===== src/hw/rtl/rbeg_pkg.sv =====
// shared types and constants of the rotary button event generator
package rbeg_pkg;

    localparam int WORD_W   = 32;
    localparam int CFG_W    = 16;
    localparam int STEP_W   = 6;
    localparam int CODE_W   = 2;
    localparam int S_DATA_W = 72;
    localparam int M_DATA_W = 8;

    localparam logic [STEP_W-1:0] MAX_STEPS = 6'd63;
    // first magnitude that is clamped
    localparam logic [WORD_W-1:0] STEP_LIMIT = WORD_W'(MAX_STEPS) + 32'd1;

    localparam logic [CFG_W-1:0] LONG_PRESS_RESET = 16'd1500;
    localparam logic [CFG_W-1:0] MIN_PRESS_RESET  = 16'd20;

    localparam logic CFG_LONG_PRESS = 1'b0;
    localparam logic CFG_MIN_PRESS  = 1'b1;

    localparam logic [CODE_W-1:0] EV_CW    = 2'd0;
    localparam logic [CODE_W-1:0] EV_CCW   = 2'd1;
    localparam logic [CODE_W-1:0] EV_SHORT = 2'd2;
    localparam logic [CODE_W-1:0] EV_LONG  = 2'd3;

    typedef struct packed {
        logic [WORD_W-1:0] diff;
        logic              ge;
    } alu_res_t;

endpackage


===== src/hw/rtl/rbeg_alu.sv =====
// shared 32 bit subtract and unsigned compare unit
module rbeg_alu
(
    input  logic [rbeg_pkg::WORD_W-1:0] a,
    input  logic [rbeg_pkg::WORD_W-1:0] b,
    output rbeg_pkg::alu_res_t          res
);

    logic [rbeg_pkg::WORD_W:0] sub_full;

    // borrow out clear means a >= b
    assign sub_full = {1'b0, a} - {1'b0, b};
    assign res.diff = sub_full[rbeg_pkg::WORD_W-1:0];
    assign res.ge   = ~sub_full[rbeg_pkg::WORD_W];

endmodule


===== src/hw/rtl/rotary_button_event_gen.sv =====
// Rotary encoder and push button event generator. An accepted tick is worked on the
// one shared subtract/compare unit in turn (count
// difference, magnitude, step clamp, elapsed press time, threshold compare),
// then gives one event per cycle while the output side does not stall, and passes a
// closing step: up to 64 events per tick. s_tready is high only while
// no tick is in work. Configuration writes are taken in every cycle.
module rotary_button_event_gen
(
    input  logic                           clk,
    input  logic                           rst_n,
    // tick: encoder_count [31:0], button_level [32], now_ms [64:33], zero fill
    input  logic [rbeg_pkg::S_DATA_W-1:0]  s_tdata,
    input  logic                           s_tvalid,
    output logic                           s_tready,
    // event: event_code [1:0], zero fill
    output logic [rbeg_pkg::M_DATA_W-1:0]  m_tdata,
    output logic                           m_tlast,
    output logic                           m_tvalid,
    input  logic                           m_tready,
    input  logic                           cfg_valid,
    output logic                           cfg_ready,
    input  logic                           cfg_index,
    input  logic [rbeg_pkg::CFG_W-1:0]     cfg_data
);

    localparam logic [2:0] ST_IDLE  = 3'd0;
    localparam logic [2:0] ST_DIFF  = 3'd1;
    localparam logic [2:0] ST_MAG   = 3'd2;
    localparam logic [2:0] ST_CLAMP = 3'd3;
    localparam logic [2:0] ST_ELAP  = 3'd4;
    localparam logic [2:0] ST_BTN   = 3'd5;
    localparam logic [2:0] ST_EMIT  = 3'd6;

    logic [2:0]                        state_reg, state_next;
    logic [rbeg_pkg::CFG_W-1:0]        long_ms_reg, min_ms_reg;
    logic [rbeg_pkg::WORD_W-1:0]       cur_reg, now_reg;
    logic                              btn_reg;
    logic [rbeg_pkg::WORD_W-1:0]       last_count_reg, press_start_reg;
    logic                              last_button_reg, long_fired_reg;
    logic [rbeg_pkg::WORD_W-1:0]       work_reg;
    logic                              neg_reg;
    logic [rbeg_pkg::STEP_W-1:0]       steps_reg;
    logic                              btn_ev_reg;
    logic [rbeg_pkg::CODE_W-1:0]       btn_code_reg;
    logic [rbeg_pkg::CODE_W-1:0]       m_code_reg;
    logic                              m_last_reg, m_valid_reg;
    logic                              m_valid_next;

    logic [rbeg_pkg::WORD_W-1:0]       alu_a, alu_b;
    rbeg_pkg::alu_res_t                alu_res;
    logic                              slot_free;
    logic                              s_hs;

    rbeg_alu u_alu
    (
        .a   (alu_a),
        .b   (alu_b),
        .res (alu_res)
    );

    assign s_tready  = (state_reg == ST_IDLE);
    assign s_hs      = s_tvalid && s_tready;
    assign cfg_ready = 1'b1;
    assign slot_free = !m_valid_reg || m_tready;
    assign m_tvalid  = m_valid_reg;
    assign m_tlast   = m_last_reg;
    assign m_tdata   = {{(rbeg_pkg::M_DATA_W-rbeg_pkg::CODE_W){1'b0}}, m_code_reg};

    // operand selection for the shared unit
    always_comb
    begin
        alu_a = '0;
        alu_b = '0;
        unique case (state_reg)
            ST_DIFF:
            begin
                alu_a = cur_reg;
                alu_b = last_count_reg;
            end
            ST_MAG:
            begin
                alu_a = neg_reg ? '0 : work_reg;
                alu_b = neg_reg ? work_reg : '0;
            end
            ST_CLAMP:
            begin
                alu_a = work_reg;
                alu_b = rbeg_pkg::STEP_LIMIT;
            end
            ST_ELAP:
            begin
                alu_a = now_reg;
                alu_b = press_start_reg;
            end
            ST_BTN:
            begin
                // held: elapsed >= long; release: min >= elapsed means too short
                if (!btn_reg && !last_button_reg)
                begin
                    alu_a = work_reg;
                    alu_b = {{(rbeg_pkg::WORD_W-rbeg_pkg::CFG_W){1'b0}}, long_ms_reg};
                end
                else
                begin
                    alu_a = {{(rbeg_pkg::WORD_W-rbeg_pkg::CFG_W){1'b0}}, min_ms_reg};
                    alu_b = work_reg;
                end
            end
            default:
            begin
                alu_a = '0;
                alu_b = '0;
            end
        endcase
    end

    always_comb
    begin
        state_next = state_reg;
        unique case (state_reg)
            ST_IDLE:  if (s_hs) state_next = ST_DIFF;
            ST_DIFF:  state_next = ST_MAG;
            ST_MAG:   state_next = ST_CLAMP;
            ST_CLAMP: state_next = ST_ELAP;
            ST_ELAP:  state_next = ST_BTN;
            ST_BTN:   state_next = ST_EMIT;
            ST_EMIT:  if (steps_reg == '0 && !btn_ev_reg) state_next = ST_IDLE;
            default:  state_next = ST_IDLE;
        endcase
    end

    // output slot: drops on acceptance, loads when an event is pending
    always_comb
    begin
        m_valid_next = m_valid_reg && !m_tready;
        if (state_reg == ST_EMIT && slot_free && (steps_reg != '0 || btn_ev_reg))
            m_valid_next = 1'b1;
    end

    always_ff @(posedge clk or negedge rst_n)
    begin
        if (!rst_n)
        begin
            state_reg       <= ST_IDLE;
            long_ms_reg     <= rbeg_pkg::LONG_PRESS_RESET;
            min_ms_reg      <= rbeg_pkg::MIN_PRESS_RESET;
            last_count_reg  <= '0;
            press_start_reg <= '0;
            last_button_reg <= 1'b1;
            long_fired_reg  <= 1'b0;
            steps_reg       <= '0;
            btn_ev_reg      <= 1'b0;
            m_valid_reg     <= 1'b0;
        end
        else
        begin
            state_reg   <= state_next;
            m_valid_reg <= m_valid_next;

            if (cfg_valid)
            begin
                unique case (cfg_index)
                    rbeg_pkg::CFG_LONG_PRESS: long_ms_reg <= cfg_data;
                    rbeg_pkg::CFG_MIN_PRESS:  min_ms_reg  <= cfg_data;
                    default:                  min_ms_reg  <= min_ms_reg;
                endcase
            end

            unique case (state_reg)
                ST_IDLE:
                begin
                    steps_reg  <= '0;
                    btn_ev_reg <= 1'b0;
                end
                ST_DIFF:
                begin
                    last_count_reg <= cur_reg;
                end
                ST_CLAMP:
                begin
                    // difference of zero gives zero steps
                    steps_reg <= alu_res.ge ? rbeg_pkg::MAX_STEPS
                                            : work_reg[rbeg_pkg::STEP_W-1:0];
                end
                ST_BTN:
                begin
                    last_button_reg <= btn_reg;
                    if (!btn_reg && last_button_reg)
                    begin
                        press_start_reg <= now_reg;
                        long_fired_reg  <= 1'b0;
                    end
                    else if (!btn_reg && !last_button_reg)
                    begin
                        if (!long_fired_reg && alu_res.ge)
                        begin
                            btn_ev_reg     <= 1'b1;
                            long_fired_reg <= 1'b1;
                        end
                    end
                    else if (btn_reg && !last_button_reg)
                    begin
                        if (!long_fired_reg && !alu_res.ge)
                        begin
                            btn_ev_reg <= 1'b1;
                        end
                    end
                end
                ST_EMIT:
                begin
                    if (slot_free)
                    begin
                        if (steps_reg != '0)
                        begin
                            steps_reg <= steps_reg - 1'b1;
                        end
                        else if (btn_ev_reg)
                        begin
                            btn_ev_reg <= 1'b0;
                        end
                    end
                end
                default:
                begin
                    steps_reg <= steps_reg;
                end
            endcase
        end
    end

    // payload registers
    always_ff @(posedge clk)
    begin
        if (s_hs)
        begin
            cur_reg <= s_tdata[rbeg_pkg::WORD_W-1:0];
            btn_reg <= s_tdata[rbeg_pkg::WORD_W];
            now_reg <= s_tdata[2*rbeg_pkg::WORD_W:rbeg_pkg::WORD_W+1];
        end

        unique case (state_reg)
            ST_DIFF:
            begin
                work_reg <= alu_res.diff;
                neg_reg  <= alu_res.diff[rbeg_pkg::WORD_W-1];
            end
            ST_MAG:   work_reg <= alu_res.diff;
            ST_ELAP:  work_reg <= alu_res.diff;
            ST_BTN:   btn_code_reg <= btn_reg ? rbeg_pkg::EV_SHORT : rbeg_pkg::EV_LONG;
            ST_EMIT:
            begin
                if (slot_free)
                begin
                    if (steps_reg != '0)
                    begin
                        m_code_reg <= neg_reg ? rbeg_pkg::EV_CCW : rbeg_pkg::EV_CW;
                        m_last_reg <= (steps_reg == 6'd1) && !btn_ev_reg;
                    end
                    else if (btn_ev_reg)
                    begin
                        m_code_reg <= btn_code_reg;
                        m_last_reg <= 1'b1;
                    end
                end
            end
            default:
            begin
                work_reg <= work_reg;
            end
        endcase
    end

endmodule


===== config.mk =====
export PLATFORM = sky130hd
export DESIGN_NAME = rotary_button_event_gen
export DESIGN_NICKNAME = d
export VERILOG_FILES = /design/src/hw/rtl/rbeg_pkg.sv /design/src/hw/rtl/rbeg_alu.sv /design/src/hw/rtl/rotary_button_event_gen.sv
export SDC_FILE = /design/constraint.sdc
export NUM_CORES = 1
export LEC_CHECK = 0
export ABC_AREA = 1
export BUFFER_PORTS_ARGS = -buffer_cell sky130_fd_sc_hd__clkbuf_2
export CORE_ASPECT_RATIO = 1.75
export CORE_MARGIN = 2
export CORE_UTILIZATION = 50
export DETAILED_ROUTE_END_ITERATION = 10
export HOLD_SLACK_MARGIN = 0.12
export PLACE_DENSITY = 0.79
export SLEW_MARGIN = 25
export SYNTH_ARGS = -nofsm -noshare
export SYNTH_HDL_FRONTEND = slang
export SYNTH_HIERARCHICAL = 1
export SYNTH_SLANG_ARGS = --single-unit

===== constraint.sdc =====
create_clock -name clk -period 8.8 [get_ports clk]
set_input_delay 2.64 -clock clk [delete_from_list [all_inputs] [get_ports clk]]
set_output_delay 2.64 -clock clk [all_outputs]
set_load 0.02 [all_outputs]

==> impl_results.md, run 1 <==
- Status: complete, no violations
- Crit path top cell by count: nand2_1
- Max cap viols: 0
- Core Rows: 73
- Clock Latency Late Sink: 0.52 ns
- EDFF count, synth: 102
- Busiest grt layer: met2
- Vias in the first global route: 9739
- Synth Register Bits: 211
- Asr flop ratio synth: 51.66%
- Worst slew pin tran: 0.8935 ns
- H-tree level count: 1
- Post-synthesis cell type count: 40
- Layout cell share with drive strength beyond 1: 13.21%
- Met2 usage: 47.56%
- # port buffers: 91
- RePlAce Congestion: 0.9454
- M3 GR Usage: 2.494%
- Max Root-Sink Buffers: 3
- Crit Reg-Reg Endpoint: steps_reg[4]
- Critical path class: reg -> reg
- Gate Count Post-Synth: 1440
- RSZ-0062 raised after global routing: false
- Worst r2r src: state_reg[0]
- Post-CTS Repair Setup Buffers: 0
- Via count: 9464
- Storage cell area: 5803 sq um
- CP endpoint kind: flip-flop
- Initial antenna violation count: 0
- Syn avg cell area: 8.048 sq um
- Sequential fraction of the synthesis area: 50.08%
- First-pass iteration count of the detailed router: 6
- Critical path's largest stage delay: 0.80 ns
- Worst path arrival time: 4.91 ns
- Layout Nets: 1652
- Total Routed Length: 29.56 mm
- Top delay family on crit path: simple AND/OR/NAND/NOR gates
- Number of routed nets with antenna violations: 0
- Cell Chain, Critical Path: nor2_1, nand2_1, clkinv_2, nand2_1, nand4_1, inv_1, ha_1, fa_1, inv_1, nand3_1, nand3_1, nand2_1, nand2_1, nand2_1, nand3_1, nand2_1, nand2_1, o21ai_0, o21ai_0, nand2_1, nand2_1
- Initial Util: 50.95%
- Flop-to-flop setup slack: 4.31 ns
- CP Capture Point: steps_reg[4]
- CTS sink count: 211
- Required @ worst endpoint: 9.22 ns
- Syn-to-layout area delta: 11.46%
- CTS Hold Bufs: 0
- Worst Reg-to-Reg Cells: 21
- WL/cell: 16.09 microns
- WP buf/inv: 3
- Num ports: 106
- Fin crit share: 51.05%
- Clock period minus worst slack: 4.493 ns
- Global-route met1 utilization: 25.52%
- WP depth: 21
- Fillers: 2082
- Total Die Area: 24460 sq um
- GRT overflow: 0
- Total CTS buffers: 21
- CTS tree: done
- Vias per cell: 5.152
- Critical path's slowest cell: clkinv_2
- Die span in y: 205.4 microns
- Post-Syn Area: 11590 sq um
- First-pass GRT wire length: 47.64 mm
- Multi-input gate area: 4567 sq um
- Max Clk Rate: 0.2226 GHz
- Largest net degree at the start of global routing: 67
- DRC: 0
- Worst hold path class: reg -> reg
- Slew Limit Fails: 0
- N_diodes: 0
- Startpoint types: flip-flop
- CP Max Fanout: 55
- Clock-pin slew on the worst setup and hold paths: 0.06 ns
- Chip width: 119.1 microns
- Final Hold Vio Count: 0
- Max-slew headroom: 40.43%
- HPWL Detailed: 21.00 mm
- Skew final: 0.01603 ns
- # setup viols final: 0
- Root buffer cell: clkbuf_16
- Worst Setup SP: state_reg[0]
- Prevailing post-synth register cell: edfxtp_1
- DRT iter0 DRCs: 655
- Setup TNS: 0 ns
- Yosys Warn Count: 6
- Post-CTS sizing: 0
- All-Layer GR Usage: 24.75%
- CORE AREA: 22740 sq um
-- worst min-delay path by stage --
| stage | startpoint | endpoint | slack [ns] | cells after the start |
|---|---|---|---|---|
| 6_report | cur_reg[20] | last_count_reg[20] | 0.48 | 2 |
| 3_3_place_gp | last_count_reg[12] | last_count_reg[12] | 0.46 | 2 |
| 4_1_cts | last_count_reg[14] | last_count_reg[14] | 0.48 | 2 |
| 3_5_place_dp | last_count_reg[14] | last_count_reg[14] | 0.47 | 2 |
| 5_1_grt | min_ms_reg[3] | min_ms_reg[3] | 0.51 | 2 |
| 2_1_floorplan | cur_reg[5] | last_count_reg[5] | 0.44 | 2 |
-- synthesized netlist by cell type, types with 3 or more instances --
master | n | area [sq um]
nand2_1 | 538 | 2019
inv_1 | 246 | 923.4
edfxtp_1 | 102 | 3063
dfrtp_1 | 99 | 2477
o21ai_0 | 76 | 380.4
nor2_1 | 59 | 221.5
nand3_1 | 53 | 265.3
ha_1 | 35 | 437.9
a21oi_1 | 34 | 170.2
nand4_1 | 30 | 187.7
o21ai_2 | 27 | 236.5
o211ai_1 | 16 | 120.1
buf_4 | 13 | 97.59
nand2_2 | 12 | 75.07
xor2_1 | 12 | 105.1
clkbuf_1 | 11 | 41.29
buf_6 | 10 | 112.6
dfstp_2 | 10 | 262.8
inv_2 | 9 | 33.78
o22ai_1 | 8 | 50.05
buf_2 | 7 | 35.03
nand3_2 | 4 | 40.04
nor3_1 | 3 | 15.01
o21ai_1 | 3 | 15.01
-- metal layers --
metal,part of all wire (%),vias to the layer above
li1,-,4680
met1,36,4428
met2,54,269
met3,4.2,87
met4,5.8,0
met5,0,-
-- cells by family after synthesis --
logic type | synth area share (%)
flops | 50.08
fa+ha+maj | 3.952
simple gates | 24.93
other cells | 0.06480
xor+xnor | 1.058
compound gates | 9.080
buf+inv | 10.84
-- per-stage QoR --
| step | utilization (%) | hold slack [ns] | area [sq um] | std cells | setup WS (ns) |
|---|---|---|---|---|---|
| final | 56.79 | 0.4782 | 12920 | 1837 | 4.307 |
| after global routing | 56.79 | 0.5085 | 12920 | 1837 | 3.920 |
| after CTS | 56.64 | 0.4835 | 12880 | 1836 | 4.373 |
| after detailed placement | 53.64 | 0.4664 | 12200 | 1798 | 4.389 |
| after global placement | 53.64 | 0.4635 | 12200 | 1798 | 4.381 |
| after floorplan | - | 0.4369 | 11610 | 1445 | 2.936 |
-- worst register-to-register path, stage by stage (launching register included) --
cell and delay, ns:
dfrtp_1 0.50, nor2_1 0.09, nand2_1 0.44, clkinv_2 0.80
nand2_1 0.31, nand4_1 0.12, inv_1 0.07, ha_1 0.21
fa_1 0.24, inv_1 0.08, nand3_1 0.07, nand3_1 0.14
nand2_1 0.12, nand2_1 0.08, nand2_1 0.09, nand3_1 0.10
nand2_1 0.13, nand2_1 0.24, o21ai_0 0.32, o21ai_0 0.13
nand2_1 0.08, nand2_1 0.04
-- cell type report --
type	instances	share of cell area, %
clock inverter	8	0.7168
timing repair buffer	98	4.107
inverter	255	7.420
multi-input combinational	935	35.36
sequential	211	44.93
tap	300	2.906
clock buffer	30	4.563
-- cell usage in the layout (no fill, tap or decap), types with 2 or more instances in the layout --
master     netlist  routed
a21o_1           2       2
a21oi_1         34      34
buf_4           13       7
bufinv_16        0       2
clkbuf_1        11       6
clkbuf_16        0      21
clkbuf_2         1      90
clkbuf_8         0       3
clkinv_2         0       5
conb_1           2       7
dfrtp_1         99      99
dfstp_2         10      10
edfxtp_1       102     102
ha_1            35      35
inv_1          246     246
inv_2            9       8
nand2_1        538     536
nand2_2         12      14
nand3_1         53      53
nand3_2          4       4
nand4_1         30      30
nor2_1          59      58
nor2_2           2       2
nor2_4           1       2
nor3_1           3       3
o211ai_1        16      16
o211ai_2         2       2
o21ai_0         76      76
o21ai_1          3       3
o21ai_2         27      27
o21bai_1         2       2
o22ai_1          8       8
xnor2_1          2       2
xor2_1          12      12
Power of run 1 is left out: the tool's default activity adds up to more than one toggle a clock period on the data nets, which glitch-free logic cannot reach.
==> inputs of run 2 (changes only) <==
- PLACE_DENSITY: 0.79 -> 0.82
- clock period: 8.8 -> 3.88 ns (I/O delays scaled with it)
==> run 2 against run 1 <==
Against the previous run:
- routed wire length up 1.3%
- critical path depth fell by 3
- non-clock buffer count grew 23
- via count rose by 1.9%
- final cell count grew 1.3%
- clock-buffer cell count is 5 lower
- design area increased by 1.6%
- sequential share of layout area down 0.70 points
- clock skew up 0.0043 ns
- worst hold slack better by 0.0038 ns
- critical path type unchanged
- highest routed layer unchanged
==> impl_results.md, run 2 (synthesis results as in run 1) <==
- Status: complete, no violations
- Critical path class: reg -> reg
- Initial antenna violation count: 0
- First-pass GRT wire length: 47.73 mm
- Slew Limit Fails: 0
- GRT overflow: 0
- Skew final: 0.02031 ns
- CTS tree: done
- Top delay family on crit path: simple AND/OR/NAND/NOR gates
- Via count: 9646
- Die span in y: 205.4 microns
- Layout cell share with drive strength beyond 1: 14.68%
- Total Die Area: 24460 sq um
- WP depth: 18
- Required @ worst endpoint: 4.29 ns
- N_diodes: 0
- Number of routed nets with antenna violations: 0
- Num ports: 106
- Worst hold path class: reg -> reg
- Critical path's largest stage delay: 0.46 ns
- Core Rows: 73
- All-Layer GR Usage: 24.90%
- Worst path arrival time: 3.97 ns
- Crit Reg-Reg Endpoint: steps_reg[4]
- WP buf/inv: 2
- Max Root-Sink Buffers: 3
- Worst slew pin tran: 0.8876 ns
- Worst Setup SP: state_reg[2]
- Syn-to-layout area delta: 13.23%
- Total CTS buffers: 21
- Max cap viols: 0
- Root buffer cell: clkbuf_16
- Flop-to-flop setup slack: 0.33 ns
- First-pass iteration count of the detailed router: 7
- WL/cell: 16.10 microns
- Startpoint types: flip-flop
- CP Capture Point: steps_reg[4]
- CTS sink count: 211
- Clock period minus worst slack: 3.554 ns
- Vias per cell: 5.186
- Most common cell after layout, fill and taps aside: nand2_1
- # port buffers: 91
- Crit path top cell by count: nand2_1
- Worst Hold Path Cells: 2
- Chip width: 119.1 microns
- # setup viols final: 0
- Max Clk Rate: 0.2814 GHz
- Critical path's slowest cell: dfrtp_1
- Final Hold Vio Count: 0
- Fin crit share: 91.60%
- Largest net degree at the start of global routing: 66
- Worst Reg-to-Reg Cells: 18
- Worst r2r src: state_reg[2]
- Vias in the first global route: 9752
- Clock-pin slew on the worst setup and hold paths: 0.07 ns
- DRT iter0 DRCs: 688
- H-tree level count: 1
- Max-slew headroom: 40.82%
- RePlAce Congestion: 0.9582
- CP endpoint kind: flip-flop
- CORE AREA: 22740 sq um
- HPWL Detailed: 22.43 mm
- Layout Nets: 1675
- DRC: 0
- Clock Latency Late Sink: 0.52 ns
- Total Routed Length: 29.94 mm
- RSZ-0062 raised after global routing: false
- CP Max Fanout: 18
- CTS Hold Bufs: 0
- Cell Chain, Critical Path: nor2_1, nand2_1, o21ai_4, buf_4, nand2_1, o211ai_2, inv_1, ha_1, a21oi_1, nor2_1, o21ai_0, nand3_1, nor2_1, nand2_2, o21ai_0, o21ai_0, nand2_1, nand2_1
- Setup TNS: 0 ns
- Most frequent cells in the layout: nand2_1, inv_1, edfxtp_1, dfrtp_1, clkbuf_2
- Initial Util: 50.95%
-- run 2: cell count changes in the layout (fill, tap and decap cells not counted), sizes merged --
| cell | change |
|---|---|
| clkinv | +4 |
| buf | +23 |
| clkbuf | -5 |
| bufinv | +1 |
-- run 2: per-stage QoR --
stage          instances  util [%]  hold slack (ns)  worst slack [ns]  instance area (sq um)
2_1_floorplan       1445         -           0.4369            0.5682                  11610
3_3_place_gp        1822     54.60           0.4622            0.3140                  12420
3_5_place_dp        1822     54.60           0.4608            0.2501                  12420
4_1_cts             1860     57.66           0.4833            0.2303                  13110
5_1_grt             1860     57.69           0.4990          0.002844                  13120
6_report            1860     57.69           0.4820            0.3257                  13120
-- run 2: metal layers --
metal	share of wire (%)	global-route usage (%)
met3	5.0	2.522
met4	7.8	17.43
met2	53	46.94
met1	34	25.42
met5	0	0
-- run 2: cell type report --
cell class	instances	area, sq um
clock buffer	25	540.5
clock inverter	13	153.9
fill	2029	9622
inverter	255	958.4
multi-input combinational	935	4569
sequential	211	5803
tap	300	375.4
timing repair buffer	121	720.7
-- run 2: how the worst min path moves through the flow --
stage	startpoint	to
6_report	last_count_reg[14]	last_count_reg[14]
3_3_place_gp	last_count_reg[12]	last_count_reg[12]
3_5_place_dp	cur_reg[12]	last_count_reg[12]
2_1_floorplan	cur_reg[5]	last_count_reg[5]
5_1_grt	last_count_reg[14]	last_count_reg[14]
4_1_cts	last_count_reg[14]	last_count_reg[14]
-- run 2: timing repair --
action                     4_1_cts  5_1_grt
setup endpoints to repair        0        6
buffers inserted                 0        0
gates resized for setup          0        4
-- run 2: worst reg2reg max path, delay by kind of cell, from the launching register on --
family,cells,cell delay (ns)
compound gates,6,1.12
fa+ha+maj,1,0.29
simple gates,9,1.19
buf+inv,2,0.38
flops,1,0.46
Power of run 2 is left out for the same reason.
==> inputs of run 3 (changes only) <==
- CELL_PAD_IN_SITES_DETAIL_PLACEMENT: not set -> 1
- CELL_PAD_IN_SITES_GLOBAL_PLACEMENT: not set -> 2
- CORE_UTILIZATION: 50 -> 32
- PLACE_DENSITY: 0.82 -> 0.86
==> run 3 against run 2 <==
Against the previous run:
- sequential share of layout area is 2.1 points lower
- setup slack worse by 0.024 ns
- non-clock buffer count is 46 higher
- final cell count is 12% higher
- first-iteration DRC count is 44% lower
- design area is 4.9% higher
- maximum frequency is 0.67% lower
- die area is 55% higher
- global-route usage is 6.0 points lower
- critical path depth is 7 higher
- utilization is 19 points lower
- routed wire length is 18% higher
==> impl_results.md, run 3 (synthesis results as in run 1) <==
- Status: complete, no violations
- Required @ worst endpoint: 4.36 ns
- All-Layer GR Usage: 18.94%
- Crit Reg-Reg Endpoint: btn_ev_reg
- GRT overflow: 0
- H-tree level count: 1
- CP Max Fanout: 10
- # port buffers: 91
- CP endpoint kind: flip-flop
- Most common cell after layout, fill and taps aside: nand2_1
- Max Root-Sink Buffers: 3
- Max Clk Rate: 0.2795 GHz
- Worst r2r src: state_reg[2]
- Initial Util: 32.27%
- Worst path arrival time: 4.06 ns
- Hold Path Origin: cur_reg[30]
- Startpoint types: flip-flop
- Number of routed nets with antenna violations: 0
- Final Hold Vio Count: 0
- Slew Limit Fails: 0
- Total Routed Length: 35.19 mm
- First-pass iteration count of the detailed router: 4
- First-pass GRT wire length: 56.19 mm
- # setup viols final: 0
- Root buffer cell: clkbuf_16
- Flop-to-flop setup slack: 0.30 ns
- Worst Hold Path Cells: 2
- Worst slew pin tran: 0.7338 ns
- Design Area, Final: 13770 sq um
- Hold slack: 0.4810 ns
- CTS Hold Bufs: 0
- Total CTS buffers: 23
- Initial antenna violation count: 0
- Most frequent cells in the layout: nand2_1, inv_1, edfxtp_1, dfrtp_1, clkbuf_2
- Chip width: 147.9 microns
- Total Die Area: 37810 sq um
- Worst hold path class: reg -> reg
- Die span in y: 255.7 microns
- CORE AREA: 35910 sq um
- Num ports: 106
- Worst Hold Endpoint: last_count_reg[30]
- Clock period minus worst slack: 3.578 ns
- Worst Reg-to-Reg Cells: 25
- Max cap viols: 0
- Clock Latency Late Sink: 0.55 ns
- WL/cell: 16.92 microns
- Via count: 9724
- CTS sink count: 211
- Layout Nets: 1723
- Skew final: 0.02975 ns
- Critical path class: reg -> reg
- Vias in the first global route: 10720
- CTS tree: done
- Core Rows: 92
- RePlAce Congestion: 0.8635
- Post-Place Setup Slack: 0.02415 ns
- N_diodes: 0
- Syn-to-layout area delta: 18.83%
- DRC: 0
- Largest net degree at the start of global routing: 49
- Clock-pin slew on the worst setup and hold paths: 0.06 ns
- Fin crit share: 92.22%
- HPWL Detailed: 27.16 mm
- PnR worst setup slack: 0.3018 ns
- Layout cell share with drive strength beyond 1: 16.96%
- Vias per cell: 4.675
- DP Area: 13020 sq um
- Max-slew headroom: 51.08%
- DRT iter0 DRCs: 382
==> run 3: cell types whose count changed in the layout (fill, tap and decap cells not counted), sizes merged <==
cell and delta:
buf +46, bufinv -3, clkinv -8, inv +3, clkbuf +12
==> run 3: repair_timing <==
item,in CTS,in global routing
resized for setup,0,3
endpoints found under the setup margin,0,8
setup buffers,0,3
==> run 3: per-stage QoR <==
stage | util (%) | TNS (ns) | cells
6_report | 38.34 | 0 | 2080
5_1_grt | 38.34 | -0.004505 | 2080
4_1_cts | 38.21 | 0 | 2077
3_5_place_dp | 36.25 | 0 | 2035
3_3_place_gp | 36.24 | 0 | 2035
2_1_floorplan | - | 0 | 1445
==> run 3: final cells by class <==
cell class / count / area, sq um
clock inverter: 5 / 46.29
tap: 470 / 588.1
clock buffer: 37 / 658.1
sequential: 211 / 5803
fill: 4372 / 22140
inverter: 255 / 957.2
multi-input combinational: 935 / 4577
timing repair buffer: 167 / 1141
==> run 3: worst max-delay path by stage <==
| stage | slack (ns) | end | from |
|---|---|---|---|
| after floorplan | 0.57 | btn_reg | s_tvalid |
| after global placement | 0.11 | steps_reg[4] | state_reg[2] |
| after detailed placement | 0.02 | steps_reg[4] | state_reg[2] |
| after CTS | 0.009 | steps_reg[4] | state_reg[2] |
| after global routing | -0.005 | btn_ev_reg | state_reg[2] |
| final | 0.30 | btn_ev_reg | state_reg[2] |
==> run 3: critical path, stage by stage (launching register included) <==
cell     delay (ns)
dfrtp_1        0.41
buf_4          0.16
nand3_4        0.14
inv_2          0.08
nand2_2        0.10
o21ai_4        0.07
buf_12         0.15
buf_4          0.14
a21oi_1        0.13
nand2_1        0.07
ha_1           0.23
fa_1           0.43
inv_1          0.10
nand3_1        0.07
nand3_1        0.10
nand2_1        0.09
nand2_1        0.08
nand2_1        0.08
nand3_1        0.15
nand2_2        0.12
nand2_4        0.14
buf_4          0.12
nor2_1         0.03
nor2_1         0.10
nand4_1        0.10
a21oi_1        0.12
==> run 3: routing by layer <==
layer / vias up / global-route usage (%) / part of all wire (%)
met3: 54 / 1.765 / 2.7
met1: 4701 / 19.60 / 37
li1: 4816 / - / -
met2: 153 / 37.70 / 56
met4: 0 / 8.307 / 4.5
met5: - / 0 / 0
Power of run 3 is left out for the same reason.
